File: src/hw/rtl/ppmsp_pkg.sv
// shared types and constants of the ppm stream parser
`timescale 1ns / 1ps
package ppmsp_pkg;

  localparam int MAX_TOKEN_CHARS = 16;
  localparam int DIM_BITS        = 14;
  localparam int SAMPLE_BITS     = 8;
  localparam int TLEN_BITS       = $clog2(MAX_TOKEN_CHARS + 2);
  localparam int PIX_BITS        = 2 * DIM_BITS;
  localparam int RAW_BITS        = PIX_BITS + 2;
  localparam int ACC_WIDE_BITS   = DIM_BITS + 4;
  localparam int CFG_INDEX_BITS  = 2;

  localparam int BYTE_FIFO_DEPTH = 4;
  localparam int BYTE_PTR_BITS   = $clog2(BYTE_FIFO_DEPTH);
  localparam int BYTE_CNT_BITS   = $clog2(BYTE_FIFO_DEPTH + 1);
  localparam int OUT_DEPTH       = 2;
  localparam int OUT_PTR_BITS    = $clog2(OUT_DEPTH);
  localparam int OUT_CNT_BITS    = $clog2(OUT_DEPTH + 1);

  localparam logic [DIM_BITS-1:0]    DIM_LIMIT        = '1;
  localparam logic [DIM_BITS-1:0]    MAX_DIM_RESET    = DIM_BITS'(8224);
  localparam logic [DIM_BITS-1:0]    MAX_MAXVAL_RESET = DIM_BITS'(256);
  localparam logic [SAMPLE_BITS-1:0] MAX_SAMPLE_RESET = SAMPLE_BITS'(255);
  localparam logic [DIM_BITS-1:0]    MAGIC_LIMIT      = DIM_BITS'(7);
  localparam logic [DIM_BITS-1:0]    MAGIC_P3         = DIM_BITS'(3);
  localparam logic [DIM_BITS-1:0]    MAGIC_P6         = DIM_BITS'(6);

  localparam logic [7:0] CHAR_P     = 8'h50;
  localparam logic [7:0] CHAR_HASH  = 8'h23;
  localparam logic [7:0] CHAR_SPACE = 8'h20;
  localparam logic [7:0] CHAR_LF    = 8'h0A;
  localparam logic [7:0] CHAR_ZERO  = 8'h30;
  localparam logic [7:0] CHAR_NINE  = 8'h39;

  typedef enum logic [CFG_INDEX_BITS-1:0] {
    CFG_MAX_DIMENSION = 2'd0,
    CFG_MAX_MAXVAL    = 2'd1,
    CFG_MAX_SAMPLE    = 2'd2
  } cfg_reg_t;

  typedef enum logic [2:0] {
    KIND_MAGIC  = 3'd0,
    KIND_WIDTH  = 3'd1,
    KIND_HEIGHT = 3'd2,
    KIND_MAXVAL = 3'd3,
    KIND_SAMPLE = 3'd4,
    KIND_ERROR  = 3'd5,
    KIND_END    = 3'd6
  } kind_t;

  typedef enum logic [2:0] {
    ERR_NONE     = 3'd0,
    ERR_NO_P     = 3'd1,
    ERR_MAGIC    = 3'd2,
    ERR_TOO_LONG = 3'd3,
    ERR_RANGE    = 3'd4
  } err_code_t;

  typedef enum logic [3:0] {
    PH_EXPECT_P = 4'd0,
    PH_MAGIC    = 4'd1,
    PH_SKIP_W   = 4'd2,
    PH_TOK_W    = 4'd3,
    PH_SKIP_H   = 4'd4,
    PH_TOK_H    = 4'd5,
    PH_SKIP_M   = 4'd6,
    PH_TOK_M    = 4'd7,
    PH_RAW      = 4'd8,
    PH_SKIP_S   = 4'd9,
    PH_TOK_S    = 4'd10,
    PH_DONE     = 4'd11
  } phase_t;

  // one classified input byte
  typedef struct packed {
    logic [7:0] data;
    logic       eof;
    logic       is_ws;
    logic       is_lf;
    logic       is_hash;
    logic       is_p;
    logic       is_digit;
    logic [3:0] digit;
  } cls_t;

  // one result transaction
  typedef struct packed {
    kind_t               kind;
    logic [DIM_BITS-1:0] value;
    err_code_t           code;
    logic                last;
  } res_t;

endpackage

File: src/hw/rtl/ppm_stream_parser.sv
// ppm stream parser: byte-serial p3/p6 header and sample parser
// usage:
//   input side is a queue: drive data_byte and end_of_file with push; a byte
//   transaction completes when push is high and full is low. end_of_file marks
//   the final byte of a file and returns the parser to its start state.
//   result side is a queue: while empty is low the oldest result sits on
//   kind, value, error_code and last; pop takes it.
//   config writes (cfg_write, cfg_index, cfg_data) set max_dimension,
//   max_maxval and max_sample; write them only while the parser is idle.
// timing:
//   one byte per cycle sustained while the result queue has room; each byte
//   updates the parser state when it is taken. a result passes through the
//   byte queue, then the parser into the two-entry result queue.
//   the pixel count register feeding the p6 raw counter is registered from
//   width and height.
// reset (rst, synchronous): empties both queues, sets the parser to expect
//   the leading P and loads the register defaults.
// stall: while pop is low the result queue fills, the parser halts and the
//   four-entry byte queue absorbs input until full rises.
`timescale 1ns / 1ps
module ppm_stream_parser (
  input  logic                                 clk,
  input  logic                                 rst,
  input  logic [7:0]                           data_byte,
  input  logic                                 end_of_file,
  input  logic                                 push,
  output logic                                 full,
  output logic [2:0]                           kind,
  output logic [ppmsp_pkg::DIM_BITS-1:0]       value,
  output logic [2:0]                           error_code,
  output logic                                 last,
  output logic                                 empty,
  input  logic                                 pop,
  input  logic                                 cfg_write,
  input  logic [ppmsp_pkg::CFG_INDEX_BITS-1:0] cfg_index,
  input  logic [ppmsp_pkg::DIM_BITS-1:0]       cfg_data
);
  import ppmsp_pkg::*;

  cls_t cls_in;
  cls_t cls_head;
  logic q_empty;
  logic q_take;
  res_t out_item;

  ppmsp_front u_front (
    .data_byte   (data_byte),
    .end_of_file (end_of_file),
    .cls         (cls_in)
  );

  ppmsp_byte_fifo u_byte_fifo (
    .clk     (clk),
    .rst     (rst),
    .wr_en   (push),
    .wr_item (cls_in),
    .full    (full),
    .empty   (q_empty),
    .rd_en   (q_take),
    .rd_item (cls_head)
  );

  ppmsp_back u_back (
    .clk       (clk),
    .rst       (rst),
    .in_valid  (!q_empty),
    .in_item   (cls_head),
    .in_take   (q_take),
    .out_empty (empty),
    .out_item  (out_item),
    .pop       (pop),
    .cfg_write (cfg_write),
    .cfg_index (cfg_index),
    .cfg_data  (cfg_data)
  );

  assign kind       = out_item.kind;
  assign value      = out_item.value;
  assign error_code = out_item.code;
  assign last       = out_item.last;

endmodule

File: src/hw/rtl/ppmsp_front.sv
// front end: classifies each incoming byte for the parser
`timescale 1ns / 1ps
module ppmsp_front (
  input  logic [7:0]      data_byte,
  input  logic            end_of_file,
  output ppmsp_pkg::cls_t cls
);
  import ppmsp_pkg::*;

  logic [7:0] digit_off;

  assign digit_off = data_byte - CHAR_ZERO;

  always_comb begin
    cls.data     = data_byte;
    cls.eof      = end_of_file;
    cls.is_lf    = (data_byte == CHAR_LF);
    cls.is_ws    = (data_byte == CHAR_LF) || (data_byte == CHAR_SPACE);
    cls.is_hash  = (data_byte == CHAR_HASH);
    cls.is_p     = (data_byte == CHAR_P);
    cls.is_digit = (data_byte >= CHAR_ZERO) && (data_byte <= CHAR_NINE);
    cls.digit    = digit_off[3:0];
  end

endmodule

File: src/hw/rtl/ppmsp_byte_fifo.sv
// short queue of classified bytes between front end and parser
`timescale 1ns / 1ps
module ppmsp_byte_fifo (
  input  logic            clk,
  input  logic            rst,
  input  logic            wr_en,
  input  ppmsp_pkg::cls_t wr_item,
  output logic            full,
  output logic            empty,
  input  logic            rd_en,
  output ppmsp_pkg::cls_t rd_item
);
  import ppmsp_pkg::*;

  cls_t                   slots [BYTE_FIFO_DEPTH];
  logic [BYTE_PTR_BITS-1:0] wr_ptr;
  logic [BYTE_PTR_BITS-1:0] rd_ptr;
  logic [BYTE_CNT_BITS-1:0] count;
  logic                   do_wr;
  logic                   do_rd;

  assign full    = (count == BYTE_CNT_BITS'(BYTE_FIFO_DEPTH));
  assign empty   = (count == '0);
  assign do_wr   = wr_en && !full;
  assign do_rd   = rd_en && !empty;
  assign rd_item = slots[rd_ptr];

  always_ff @(posedge clk) begin
    if (do_wr) begin
      slots[wr_ptr] <= wr_item;
    end
  end

  always_ff @(posedge clk) begin
    if (rst) begin
      wr_ptr <= '0;
      rd_ptr <= '0;
      count  <= '0;
    end else begin
      if (do_wr) begin
        wr_ptr <= wr_ptr + 1'b1;
      end
      if (do_rd) begin
        rd_ptr <= rd_ptr + 1'b1;
      end
      if (do_wr && !do_rd) begin
        count <= count + 1'b1;
      end else if (do_rd && !do_wr) begin
        count <= count - 1'b1;
      end
    end
  end

endmodule

File: src/hw/rtl/ppmsp_back.sv
// back end: parse state machine, range checks and result queue
`timescale 1ns / 1ps
module ppmsp_back (
  input  logic                                 clk,
  input  logic                                 rst,
  input  logic                                 in_valid,
  input  ppmsp_pkg::cls_t                      in_item,
  output logic                                 in_take,
  output logic                                 out_empty,
  output ppmsp_pkg::res_t                      out_item,
  input  logic                                 pop,
  input  logic                                 cfg_write,
  input  logic [ppmsp_pkg::CFG_INDEX_BITS-1:0] cfg_index,
  input  logic [ppmsp_pkg::DIM_BITS-1:0]       cfg_data
);
  import ppmsp_pkg::*;

  typedef struct packed {
    phase_t              phase;
    logic                fail;
    kind_t               kind;
    logic [DIM_BITS-1:0] value;
    err_code_t           code;
    logic                set_magic;
    logic                set_width;
    logic                set_height;
    logic                load_raw;
  } fin_t;

  // config registers
  logic [DIM_BITS-1:0]    max_dimension;
  logic [DIM_BITS-1:0]    max_maxval;
  logic [SAMPLE_BITS-1:0] max_sample;

  // parse state
  phase_t                 phase, phase_next;
  logic [DIM_BITS-1:0]    acc, acc_next;
  logic [TLEN_BITS-1:0]   tlen, tlen_next;
  logic                   line_start, line_start_next;
  logic                   in_comment, in_comment_next;
  logic                   digits_stopped, digits_stopped_next;
  logic                   token_overflow, token_overflow_next;
  logic                   error_latched, error_latched_next;
  logic                   magic_p6, magic_p6_next;
  logic [DIM_BITS-1:0]    frame_width, frame_width_next;
  logic [DIM_BITS-1:0]    frame_height, frame_height_next;
  logic [RAW_BITS-1:0]    raw_remaining, raw_remaining_next;
  logic [PIX_BITS-1:0]    pixels;
  logic [RAW_BITS-1:0]    raw_total;

  // step results
  logic                   feed;
  logic                   fin_req;
  logic                   do_fin;
  logic                   fin_lf;
  logic [ACC_WIDE_BITS-1:0] acc_wide;
  fin_t                   fin;
  logic                   res_valid;
  res_t                   res;

  // result queue
  res_t                   oq [OUT_DEPTH];
  logic [OUT_PTR_BITS-1:0] oq_wr;
  logic [OUT_PTR_BITS-1:0] oq_rd;
  logic [OUT_CNT_BITS-1:0] oq_cnt;
  logic                   out_room;
  logic                   res_push;
  logic                   res_pop;

  function automatic logic is_token_phase(input phase_t ph);
    return (ph == PH_MAGIC) || (ph == PH_TOK_W) || (ph == PH_TOK_H) ||
           (ph == PH_TOK_M) || (ph == PH_TOK_S);
  endfunction

  // ends the open token and checks it against its limit
  function automatic fin_t finish_token(
    input phase_t                 ph,
    input logic [DIM_BITS-1:0]    v,
    input logic                   bad,
    input logic                   is_p6,
    input logic                   pix_nz,
    input logic [DIM_BITS-1:0]    lim_dim,
    input logic [DIM_BITS-1:0]    lim_maxval,
    input logic [SAMPLE_BITS-1:0] lim_sample
  );
    fin_t f;
    f            = '0;
    f.phase      = ph;
    f.kind       = KIND_ERROR;
    f.value      = '0;
    f.code       = ERR_NONE;
    unique case (ph)
      PH_MAGIC: begin
        if (bad || v > MAGIC_LIMIT) begin
          f.fail = 1'b1;
          f.code = ERR_RANGE;
        end else if (v != MAGIC_P3 && v != MAGIC_P6) begin
          f.fail = 1'b1;
          f.code = ERR_MAGIC;
        end else begin
          f.set_magic = 1'b1;
          f.kind      = KIND_MAGIC;
          f.value     = v;
          f.phase     = PH_SKIP_W;
        end
      end
      PH_TOK_W: begin
        if (bad || v > lim_dim) begin
          f.fail = 1'b1;
          f.code = ERR_RANGE;
        end else begin
          f.set_width = 1'b1;
          f.kind      = KIND_WIDTH;
          f.value     = v;
          f.phase     = PH_SKIP_H;
        end
      end
      PH_TOK_H: begin
        if (bad || v > lim_dim) begin
          f.fail = 1'b1;
          f.code = ERR_RANGE;
        end else begin
          f.set_height = 1'b1;
          f.kind       = KIND_HEIGHT;
          f.value      = v;
          f.phase      = PH_SKIP_M;
        end
      end
      PH_TOK_M: begin
        if (bad || v > lim_maxval) begin
          f.fail = 1'b1;
          f.code = ERR_RANGE;
        end else begin
          f.kind  = KIND_MAXVAL;
          f.value = v;
          if (is_p6) begin
            f.load_raw = 1'b1;
            f.phase    = pix_nz ? PH_RAW : PH_DONE;
          end else begin
            f.phase = PH_SKIP_S;
          end
        end
      end
      PH_TOK_S: begin
        if (bad || v > DIM_BITS'(lim_sample)) begin
          f.fail = 1'b1;
          f.code = ERR_RANGE;
        end else begin
          f.kind  = KIND_SAMPLE;
          f.value = v;
          f.phase = PH_SKIP_S;
        end
      end
      default: begin
      end
    endcase
    return f;
  endfunction

  assign out_room  = (oq_cnt != OUT_CNT_BITS'(OUT_DEPTH));
  assign in_take   = in_valid && out_room;
  assign res_push  = in_take && res_valid;
  assign out_empty = (oq_cnt == '0);
  assign res_pop   = pop && !out_empty;
  assign out_item  = oq[oq_rd];
  assign raw_total = ({2'b00, pixels} << 1) + {2'b00, pixels};

  always_comb begin
    phase_next          = phase;
    acc_next            = acc;
    tlen_next           = tlen;
    line_start_next     = line_start;
    in_comment_next     = in_comment;
    digits_stopped_next = digits_stopped;
    token_overflow_next = token_overflow;
    error_latched_next  = error_latched;
    magic_p6_next       = magic_p6;
    frame_width_next    = frame_width;
    frame_height_next   = frame_height;
    raw_remaining_next  = raw_remaining;
    feed                = 1'b0;
    fin_req             = 1'b0;
    res_valid           = 1'b0;
    res.kind            = KIND_END;
    res.value           = '0;
    res.code            = ERR_NONE;
    res.last            = in_item.eof;
    acc_wide            = '0;

    if (!error_latched) begin
      unique case (phase)
        PH_EXPECT_P: begin
          if (in_item.is_p) begin
            phase_next          = PH_MAGIC;
            acc_next            = '0;
            tlen_next           = '0;
            digits_stopped_next = 1'b0;
            token_overflow_next = 1'b0;
          end else begin
            error_latched_next = 1'b1;
            res_valid          = 1'b1;
            res.kind           = KIND_ERROR;
            res.code           = ERR_NO_P;
          end
        end
        PH_MAGIC, PH_TOK_W, PH_TOK_H, PH_TOK_M, PH_TOK_S: begin
          if (in_item.is_ws) begin
            fin_req = 1'b1;
          end else begin
            feed = 1'b1;
          end
        end
        PH_SKIP_W, PH_SKIP_H, PH_SKIP_M: begin
          if (in_comment) begin
            if (in_item.is_lf) begin
              in_comment_next = 1'b0;
              line_start_next = 1'b1;
            end
          end else if (in_item.is_hash && line_start) begin
            in_comment_next = 1'b1;
          end else if (in_item.is_ws) begin
            line_start_next = in_item.is_lf;
          end else begin
            // first character of the next header token
            phase_next          = (phase == PH_SKIP_W) ? PH_TOK_W :
                                  (phase == PH_SKIP_H) ? PH_TOK_H : PH_TOK_M;
            acc_next            = '0;
            tlen_next           = '0;
            digits_stopped_next = 1'b0;
            token_overflow_next = 1'b0;
            feed                = 1'b1;
          end
        end
        PH_RAW: begin
          res_valid          = 1'b1;
          res.kind           = KIND_SAMPLE;
          res.value          = DIM_BITS'(in_item.data);
          raw_remaining_next = raw_remaining - 1'b1;
          if (raw_remaining == RAW_BITS'(1)) begin
            phase_next = PH_DONE;
          end
        end
        PH_SKIP_S: begin
          if (!in_item.is_ws) begin
            phase_next          = PH_TOK_S;
            acc_next            = '0;
            tlen_next           = '0;
            digits_stopped_next = 1'b0;
            token_overflow_next = 1'b0;
            feed                = 1'b1;
          end
        end
        PH_DONE: begin
        end
        default: begin
        end
      endcase
    end

    if (feed) begin
      tlen_next       = tlen_next + 1'b1;
      line_start_next = 1'b0;
      if (tlen_next > TLEN_BITS'(MAX_TOKEN_CHARS)) begin
        error_latched_next = 1'b1;
        res_valid          = 1'b1;
        res.kind           = KIND_ERROR;
        res.code           = ERR_TOO_LONG;
      end else if (!digits_stopped_next && in_item.is_digit) begin
        acc_wide = ({4'b0000, acc_next} << 3) + ({4'b0000, acc_next} << 1) +
                   ACC_WIDE_BITS'(in_item.digit);
        if (acc_wide > ACC_WIDE_BITS'(DIM_LIMIT)) begin
          acc_next            = DIM_LIMIT;
          token_overflow_next = 1'b1;
        end else begin
          acc_next = acc_wide[DIM_BITS-1:0];
        end
      end else begin
        digits_stopped_next = 1'b1;
      end
    end

    // the final byte closes a token that is still open
    do_fin = fin_req || (in_item.eof && !res_valid && !error_latched_next &&
                         is_token_phase(phase_next));
    fin_lf = fin_req ? in_item.is_lf : 1'b1;
    fin    = finish_token(phase_next, acc_next, token_overflow_next, magic_p6,
                          pixels != '0, max_dimension, max_maxval, max_sample);

    if (do_fin) begin
      line_start_next = fin_lf;
      in_comment_next = 1'b0;
      phase_next      = fin.phase;
      res_valid       = 1'b1;
      res.kind        = fin.kind;
      res.value       = fin.value;
      res.code        = fin.code;
      if (fin.fail) begin
        error_latched_next = 1'b1;
      end
      if (fin.set_magic) begin
        magic_p6_next = (fin.value == MAGIC_P6);
      end
      if (fin.set_width) begin
        frame_width_next = fin.value;
      end
      if (fin.set_height) begin
        frame_height_next = fin.value;
      end
      if (fin.load_raw) begin
        raw_remaining_next = raw_total;
      end
    end

    if (in_item.eof && !res_valid) begin
      res_valid = 1'b1;
      res.kind  = KIND_END;
    end

    // end of file: back to the start for the next file
    if (in_item.eof) begin
      phase_next          = PH_EXPECT_P;
      acc_next            = '0;
      tlen_next           = '0;
      line_start_next     = 1'b1;
      in_comment_next     = 1'b0;
      digits_stopped_next = 1'b0;
      token_overflow_next = 1'b0;
      error_latched_next  = 1'b0;
      magic_p6_next       = 1'b0;
      frame_width_next    = '0;
      frame_height_next   = '0;
      raw_remaining_next  = '0;
    end
  end

  // pixel count is registered from width and height
  always_ff @(posedge clk) begin
    pixels <= PIX_BITS'(frame_width) * PIX_BITS'(frame_height);
  end

  always_ff @(posedge clk) begin
    if (rst) begin
      max_dimension <= MAX_DIM_RESET;
      max_maxval    <= MAX_MAXVAL_RESET;
      max_sample    <= MAX_SAMPLE_RESET;
    end else if (cfg_write) begin
      case (cfg_index)
        CFG_MAX_DIMENSION: max_dimension <= cfg_data;
        CFG_MAX_MAXVAL:    max_maxval    <= cfg_data;
        CFG_MAX_SAMPLE:    max_sample    <= cfg_data[SAMPLE_BITS-1:0];
        default: begin
        end
      endcase
    end
  end

  always_ff @(posedge clk) begin
    if (rst) begin
      phase          <= PH_EXPECT_P;
      acc            <= '0;
      tlen           <= '0;
      line_start     <= 1'b1;
      in_comment     <= 1'b0;
      digits_stopped <= 1'b0;
      token_overflow <= 1'b0;
      error_latched  <= 1'b0;
      magic_p6       <= 1'b0;
      frame_width    <= '0;
      frame_height   <= '0;
      raw_remaining  <= '0;
    end else if (in_take) begin
      phase          <= phase_next;
      acc            <= acc_next;
      tlen           <= tlen_next;
      line_start     <= line_start_next;
      in_comment     <= in_comment_next;
      digits_stopped <= digits_stopped_next;
      token_overflow <= token_overflow_next;
      error_latched  <= error_latched_next;
      magic_p6       <= magic_p6_next;
      frame_width    <= frame_width_next;
      frame_height   <= frame_height_next;
      raw_remaining  <= raw_remaining_next;
    end
  end

  always_ff @(posedge clk) begin
    if (res_push) begin
      oq[oq_wr] <= res;
    end
  end

  always_ff @(posedge clk) begin
    if (rst) begin
      oq_wr  <= '0;
      oq_rd  <= '0;
      oq_cnt <= '0;
    end else begin
      if (res_push) begin
        oq_wr <= oq_wr + 1'b1;
      end
      if (res_pop) begin
        oq_rd <= oq_rd + 1'b1;
      end
      if (res_push && !res_pop) begin
        oq_cnt <= oq_cnt + 1'b1;
      end else if (res_pop && !res_push) begin
        oq_cnt <= oq_cnt - 1'b1;
      end
    end
  end

`ifndef SYNTH
  a_err_has_code: assert property (@(posedge clk) disable iff (rst)
    res_push && res.kind == KIND_ERROR |-> res.code != ERR_NONE)
    else $error("error transaction without error code");

  a_ok_no_code: assert property (@(posedge clk) disable iff (rst)
    res_push && res.kind != KIND_ERROR |-> res.code == ERR_NONE)
    else $error("error code on a non-error transaction");

  a_eof_restart: assert property (@(posedge clk) disable iff (rst)
    in_take && in_item.eof |=> phase == PH_EXPECT_P && !error_latched)
    else $error("parser did not restart after end of file");

  a_raw_count: assert property (@(posedge clk) disable iff (rst)
    phase == PH_RAW |-> raw_remaining != '0)
    else $error("raw phase with no bytes left");

  a_queue_room: assert property (@(posedge clk) disable iff (rst)
    res_push |-> oq_cnt < OUT_CNT_BITS'(OUT_DEPTH) || res_pop)
    else $error("result queue overrun");
`endif

endmodule
File: config.mk
export PLATFORM = sky130hd
export DESIGN_NAME = ppm_stream_parser
export DESIGN_NICKNAME = d
export VERILOG_FILES = /design/src/hw/rtl/ppmsp_pkg.sv /design/src/hw/rtl/ppm_stream_parser.sv /design/src/hw/rtl/ppmsp_front.sv /design/src/hw/rtl/ppmsp_byte_fifo.sv /design/src/hw/rtl/ppmsp_back.sv
export SDC_FILE = /design/constraint.sdc
export NUM_CORES = 1
export LEC_CHECK = 0
export BUFFER_PORTS_ARGS = -buffer_cell sky130_fd_sc_hd__clkbuf_2
export CORE_MARGIN = 2
export CORE_UTILIZATION = 45
export CTS_BUF_LIST = sky130_fd_sc_hd__clkbuf_2
export DETAILED_ROUTE_END_ITERATION = 16
export PLACE_DENSITY_LB_ADDON = 0.3
export SETUP_SLACK_MARGIN = 0.2
export SLEW_MARGIN = 20
export SYNTH_ARGS = -nofsm -noshare
export SYNTH_HDL_FRONTEND = slang
export SYNTH_SLANG_ARGS = --single-unit
File: constraint.sdc
create_clock -name clk -period 18.85 [get_ports clk]
set_input_delay 1.885 -clock clk [delete_from_list [all_inputs] [get_ports clk]]
set_output_delay 1.885 -clock clk [all_outputs]
set_load 0.005 [all_outputs]
Word level (Yosys, flattened, before mapping)
Memory sizes are Yosys's and may differ from the RTL's. A register that Yosys moved wholly into a read port is not among the register bits.
Cells that the tools add are included.
{ "op_classes": {"n_lt_le_gt_ge": 8, "muxes": 163, "mul": 1, "add_sub_neg": 14, "reduce_logical": 63, "eq_ne": 31} }
{ "ops": {"columns": ["operator", "n"], "rows": [
  ["$mux 14", 16],
  ["$mux 30", 5],
  ["$pmux 25 s5", 1],
  ["$mux 17", 5],
  ["$mux 1", 81],
  ["$mux 4", 17],
  ["$pmux 14 s3", 1],
  ["$mux 20", 2],
  ["$mux 5", 7],
  ["$mux 3", 11],
  ["$add 29x28->30", 1],
  ["$eq 30x1->1 const B", 1],
  ["$sub 30x1->30 const B", 1],
  ["$gt 14x14->1", 2],
  ["$mul 14x14->28", 1],
  ["$reduce_bool 28->1", 1],
  ["$eq 4x3->1 const B", 6],
  ["$add 17x15->18", 1],
  ["$add 18x4->18", 1],
  ["$gt 18x14->1 const B", 1],
  ["$logic_and 1x1->1", 17],
  ["$eq 4x4->1 const B", 4],
  ["$eq 8x6->1 const B", 2],
  ["$mux 2", 8],
  ["other kinds (49)", 87]
]} }
{ "totals": {"memories": 2, "reg_bits": 162, "elab_cells": 304, "input_bits": 30, "output_inout_bits": 23, "ramBits": 114} }
{ "mem_list": {"columns": ["name", "depth", "word_bits", "rd", "rd_clocked_by_memory_dff", "wr", "line_no", "text"], "rows": [
  ["u_byte_fifo.slots", 4, 18, 1, 1, 1, "ppmsp_byte_fifo.sv:15", "cls_t slots [BYTE_FIFO_DEPTH];"],
  ["u_back.oq", 2, 21, 1, 1, 1, "ppmsp_back.sv:62", "res_t oq [OUT_DEPTH];"]
]} }

Depth between registers and ports, before layout
{ "logic_depth": {"word_depth": 24, "ltp_mapped": 33, "depth_no_buf": 27} }

Hierarchy
Synthesis repeated with hierarchy kept, for this count alone.
{ "hier_totals": {"cells_unflattened": 2304, "area_unflattened_um2": 21748.4} }
{ "modules_own_cells": {"columns": ["mod", "n_inst", "seq_area_each_um2", "cells_per_inst", "area_per_inst_um2"], "rows": [
  ["ppmsp_back", 1, 4384.2, 2134, 18462.7],
  ["ppmsp_byte_fifo", 1, 2342.2, 142, 3079.2],
  ["ppmsp_front", 1, 0.0, 27, 202.7],
  ["ppm_stream_parser", 1, 0.0, 1, 3.8]
]} }

Least setup slack after synthesis
Ideal clock, no wire load.
{ "synth_timing": {"kind": "register -> register", "startpoint": "reg (tool-made name)", "endpoint": "reg u_back.raw_remaining[23]", "arrival_time_ps": 6835, "synth_period_minus_slack_ps": 6963, "stages_incl_launch_ff": 31, "setup_slack_ps": 11887, "t_required_ps": 18722, "setup_time_ps": 128, "n_path_buf": 6, "cell_sequence": "dfxtp_1 buf_6 mux4_2 nor4_1 o221ai_2 clkbuf_1 clkbuf_1 and2_1 ha_1 ha_1 or2_1 or3_1 o211a_1 o31a_1 nand2_1 nand3_1 clkbuf_1 o22a_1 ha_1 a211oi_1 o211ai_1 a221o_1 a21oi_1 o21ai_0 nor3_2 and3_1 buf_2 buf_4 nor2_1 o211ai_1 o21ai_1"} }
{ "synth_lines": {"columns": ["item", "line_no", "text"], "rows": [
  ["to (signal assigned)", "ppmsp_back.sv:383", "raw_remaining <= raw_remaining_next;"],
  ["to (decl)", "ppmsp_back.sv:47", "logic [RAW_BITS-1:0] raw_remaining, raw_remaining_next;"]
]} }

==> impl_metrics.tcl <==
set metrics [dict create \
    status "completed" \
    clock_skew_ns 0.119 \
    critPathBufInv 2 \
    r2r-end "u_back.raw_remaining[21]$_SDFFE_PP0P_" \
    total_power_uw 1610 \
    fin_crit_ns 9.53 \
    maxSlewViolCount 0 \
    hold-path-endpoint "u_back.max_dimension[9]$_SDFFE_PP0P_" \
    cts_tree "done" \
    cpMaxStageDelayCell "nand3_1" \
    endpoint_kind "flip-flop" \
    start_util 0.457 \
    r2r_cells 26 \
    io_buffers 52 \
    critPathLaunchType "flip-flop" \
    routed_wl_um 52800 \
    antenna_found_initial 4 \
    cp_data_required_time_ns 19.59 \
    drt-initial-drc-count 1125 \
    grt_pass1_wl_um 86000 \
    hold_path_class "flip-flop to flip-flop" \
    yosysMostFrequentCell "inv_1" \
    max_cap_viol_count 0 \
    ir_drop_v 0.0000639 \
    hold_start "u_back.max_dimension[9]$_SDFFE_PP0P_" \
    grt.total_usage 0.226 \
    drtAntennaViolNets 0 \
    grt_max_degree 76 \
    gp_congestion 0.890 \
    final.setup.worst_slack_ns 9.32 \
    tns_ns 0 \
    rsz0062_at_grt "false" \
    h-tree-depth 3 \
    viasPerCell 5.64 \
    cts_root_buffer "clkbuf_2" \
    fp.dieH_um 219 \
    worstPathArrival_ns 10.27 \
    synth_seq_cells 263 \
    path_delay_family "simple AND/OR/NAND/NOR gates" \
    synth_flop_cell "dfxtp_1" \
    postCtsSetupBuffers 0 \
    dieArea_sq_um 48100 \
    drive_above_1_share 0.105 \
    final_util 0.487 \
    grt_pass1_vias 16600 \
    p_leak_uw 0.0101 \
    synth.top_cell.area_share 0.158 \
    synthTopCellsByArea "dfxtp_1, edfxtp_1, fa_1" \
    clk_path_buf_depth 3 \
    die_w_um 219 \
    finalHoldViolCount 0 \
    period_share 0.505 \
    synth_fp_nets 2607 \
    cpMostUsedCell "o21ai_0" \
    insertion_delay_ns 0.97 \
    dp_hpwl_um 39100 \
    io_pins 53 \
    hold_buffers 0 \
    area_growth_pct 6.58 \
    synth.distinct_cells 97 \
    setup_viol 0 \
    cts_resized 0 \
    p_per_area_nw_per_um2 72.3 \
    nNetsFinal 2651 \
    crit_type "flip-flop to flip-flop" \
    ys.warnings.count 0 \
    cp_max_fo 24 \
    grt_overflow 0 \
    synth_top_cell_by_area "dfxtp_1" \
    ys_seq_area_frac 0.300 \
    relSlewSlack 0.306 \
    synth_area_sq_um 20800 \
    synth_async_sr_flop_share 0 \
    wl_per_cell_um 18.1 \
    cts-buffers-inserted 69 \
    slowest_delay_ns 0.79 \
    synth_common_cells "inv_1, nand2_1, ha_1" \
    hold_path_depth 2 \
    syn_inst 2226 \
    fill_cells 4252 \
    synth_edf_count 98 \
    worst_pin_slew_ns 1.04 \
    drc_errors 0 \
    rows 78 \
    clkTransAtPathRegs_ns 0.10 \
    core-area_sq_um 45600 \
    cts.sinks 263 \
    place_ws_ns 9.59 \
    syn_avg_cell_area_sq_um 9.36 \
    timing.reg2reg.setup_slack_ns 9.32 \
    via_count 16500 \
    clock.fmax_ghz 0.105 \
    drt-pass1-iter-count 5 \
]
how the worst max path moves through the flow:
stage	startpoint	endpoint	slack, ns	cells after the start
final	flip-flop	u_back.raw_remaining[21]$_SDFFE_PP0P_	9.32	26
after global routing	flip-flop	u_back.raw_remaining[7]$_SDFFE_PP0P_	8.62	26
after CTS	flip-flop	u_back.raw_remaining[21]$_SDFFE_PP0P_	9.53	25
after detailed placement	flip-flop	u_back.raw_remaining[7]$_SDFFE_PP0P_	9.59	25
after global placement	flip-flop	u_back.raw_remaining[7]$_SDFFE_PP0P_	9.85	25
after floorplan	flip-flop	u_back.raw_remaining[23]$_SDFFE_PP0P_	11.89	30
layout by cell type, fill, tap and decap left out, types with 7 or more instances in the layout:
cell type  instances
a21o_1            28
nand2_1          258
o31ai_1           14
a22o_1            34
or3_1              7
o22a_1             7
nor3_1            35
inv_1            269
buf_4             10
o21bai_1          16
a31oi_1           14
o21a_1            18
mux2_2            22
clkbuf_2         152
a22oi_1           24
or4_1             12
o21ai_1            9
nor4_1            12
nor2b_1           10
mux4_2            14
edfxtp_1          98
nand2b_1          10
ha_1             206
o211ai_1          24
and2_1           122
dfxtp_1          165
xnor2_1           44
nand3_1           28
nand4_1           20
clkinv_1          14
o22ai_1           13
nor2_1           116
fa_1             145
a211oi_1           9
a21oi_1          111
and3_1            11
xor2_1            31
o21ai_0           66
registers in the layout, summed over array words and instances (netlist names), 2 cells and up, named ones only:
signal	count
u_back.acc	14
u_back.frame_height	14
u_back.frame_width	14
u_back.max_dimension	14
u_back.max_maxval	14
u_back.max_sample	8
u_back.oq	42
u_back.oq_cnt	2
u_back.phase	4
u_back.pixels	28
u_back.raw_remaining	30
u_back.tlen	5
u_byte_fifo.count	3
u_byte_fifo.rd_ptr	2
u_byte_fifo.slots	56
u_byte_fifo.wr_ptr	2
layout make-up:
cell class | instances | area [sq um] | area share
repair buffers | 62 | 335 | 0.0151
well taps | 600 | 751 | 0.0338
flip-flops and latches | 263 | 6250 | 0.281
inverters | 272 | 1020 | 0.0460
multi-input cells | 1602 | 13200 | 0.596
clock buffers | 100 | 500 | 0.0225
clock inverters | 22 | 115 | 0.00518
diodes | 2 | 5.00 | 0.000225
worst min-delay path, stage by stage, from the launching register on:
cell and delay [ns]:
dfxtp_1 0.32, nand2_1 0.05, a21oi_1 0.05
cells by family (layout without fill, tap and decap cells):
family	after synthesis	after routing	synth area share
compound gates	462	462	0.153
mux	41	41	0.0294
other cells	0	2	0
buf+inv	361	456	0.0661
fa+ha+maj	351	351	0.263
flops	263	263	0.300
xor+xnor	75	75	0.0315
simple gates	673	673	0.158
stage by stage:
step,std cells,hold WS [ns],area [sq um]
after floorplan,2226,0.436,20800
after global placement,2799,0.445,21600
after detailed placement,2799,0.448,21600
after CTS,2921,0.463,22200
after global routing,2923,0.482,22200
final,2923,0.461,22200
layer usage:
| metal | wire length (um) | global-route usage | vias up | part of all wire |
|---|---|---|---|---|
| li1 | - | - | 7821 | - |
| met3 | 3620 | 0.0457 | 105 | 0.069 |
| met2 | 24000 | 0.355 | 588 | 0.45 |
| met5 | 12 | 0 | - | 0.00023 |
| met4 | 1650 | 0.0842 | 2 | 0.031 |
| met1 | 23600 | 0.308 | 7982 | 0.45 |
power breakdown:
| group | internal (uW) | leakage [uW] | total (uW) | switching (uW) |
|---|---|---|---|---|
| logic | 187 | 0.00745 | 517 | 330 |
| registers | 662 | 0.00224 | 697 | 34.8 |
| clock network | 146 | 0.000458 | 392 | 246 |
| total | 995 | 0.0101 | 1610 | 611 |
Power figures use the tool's default switching activity.
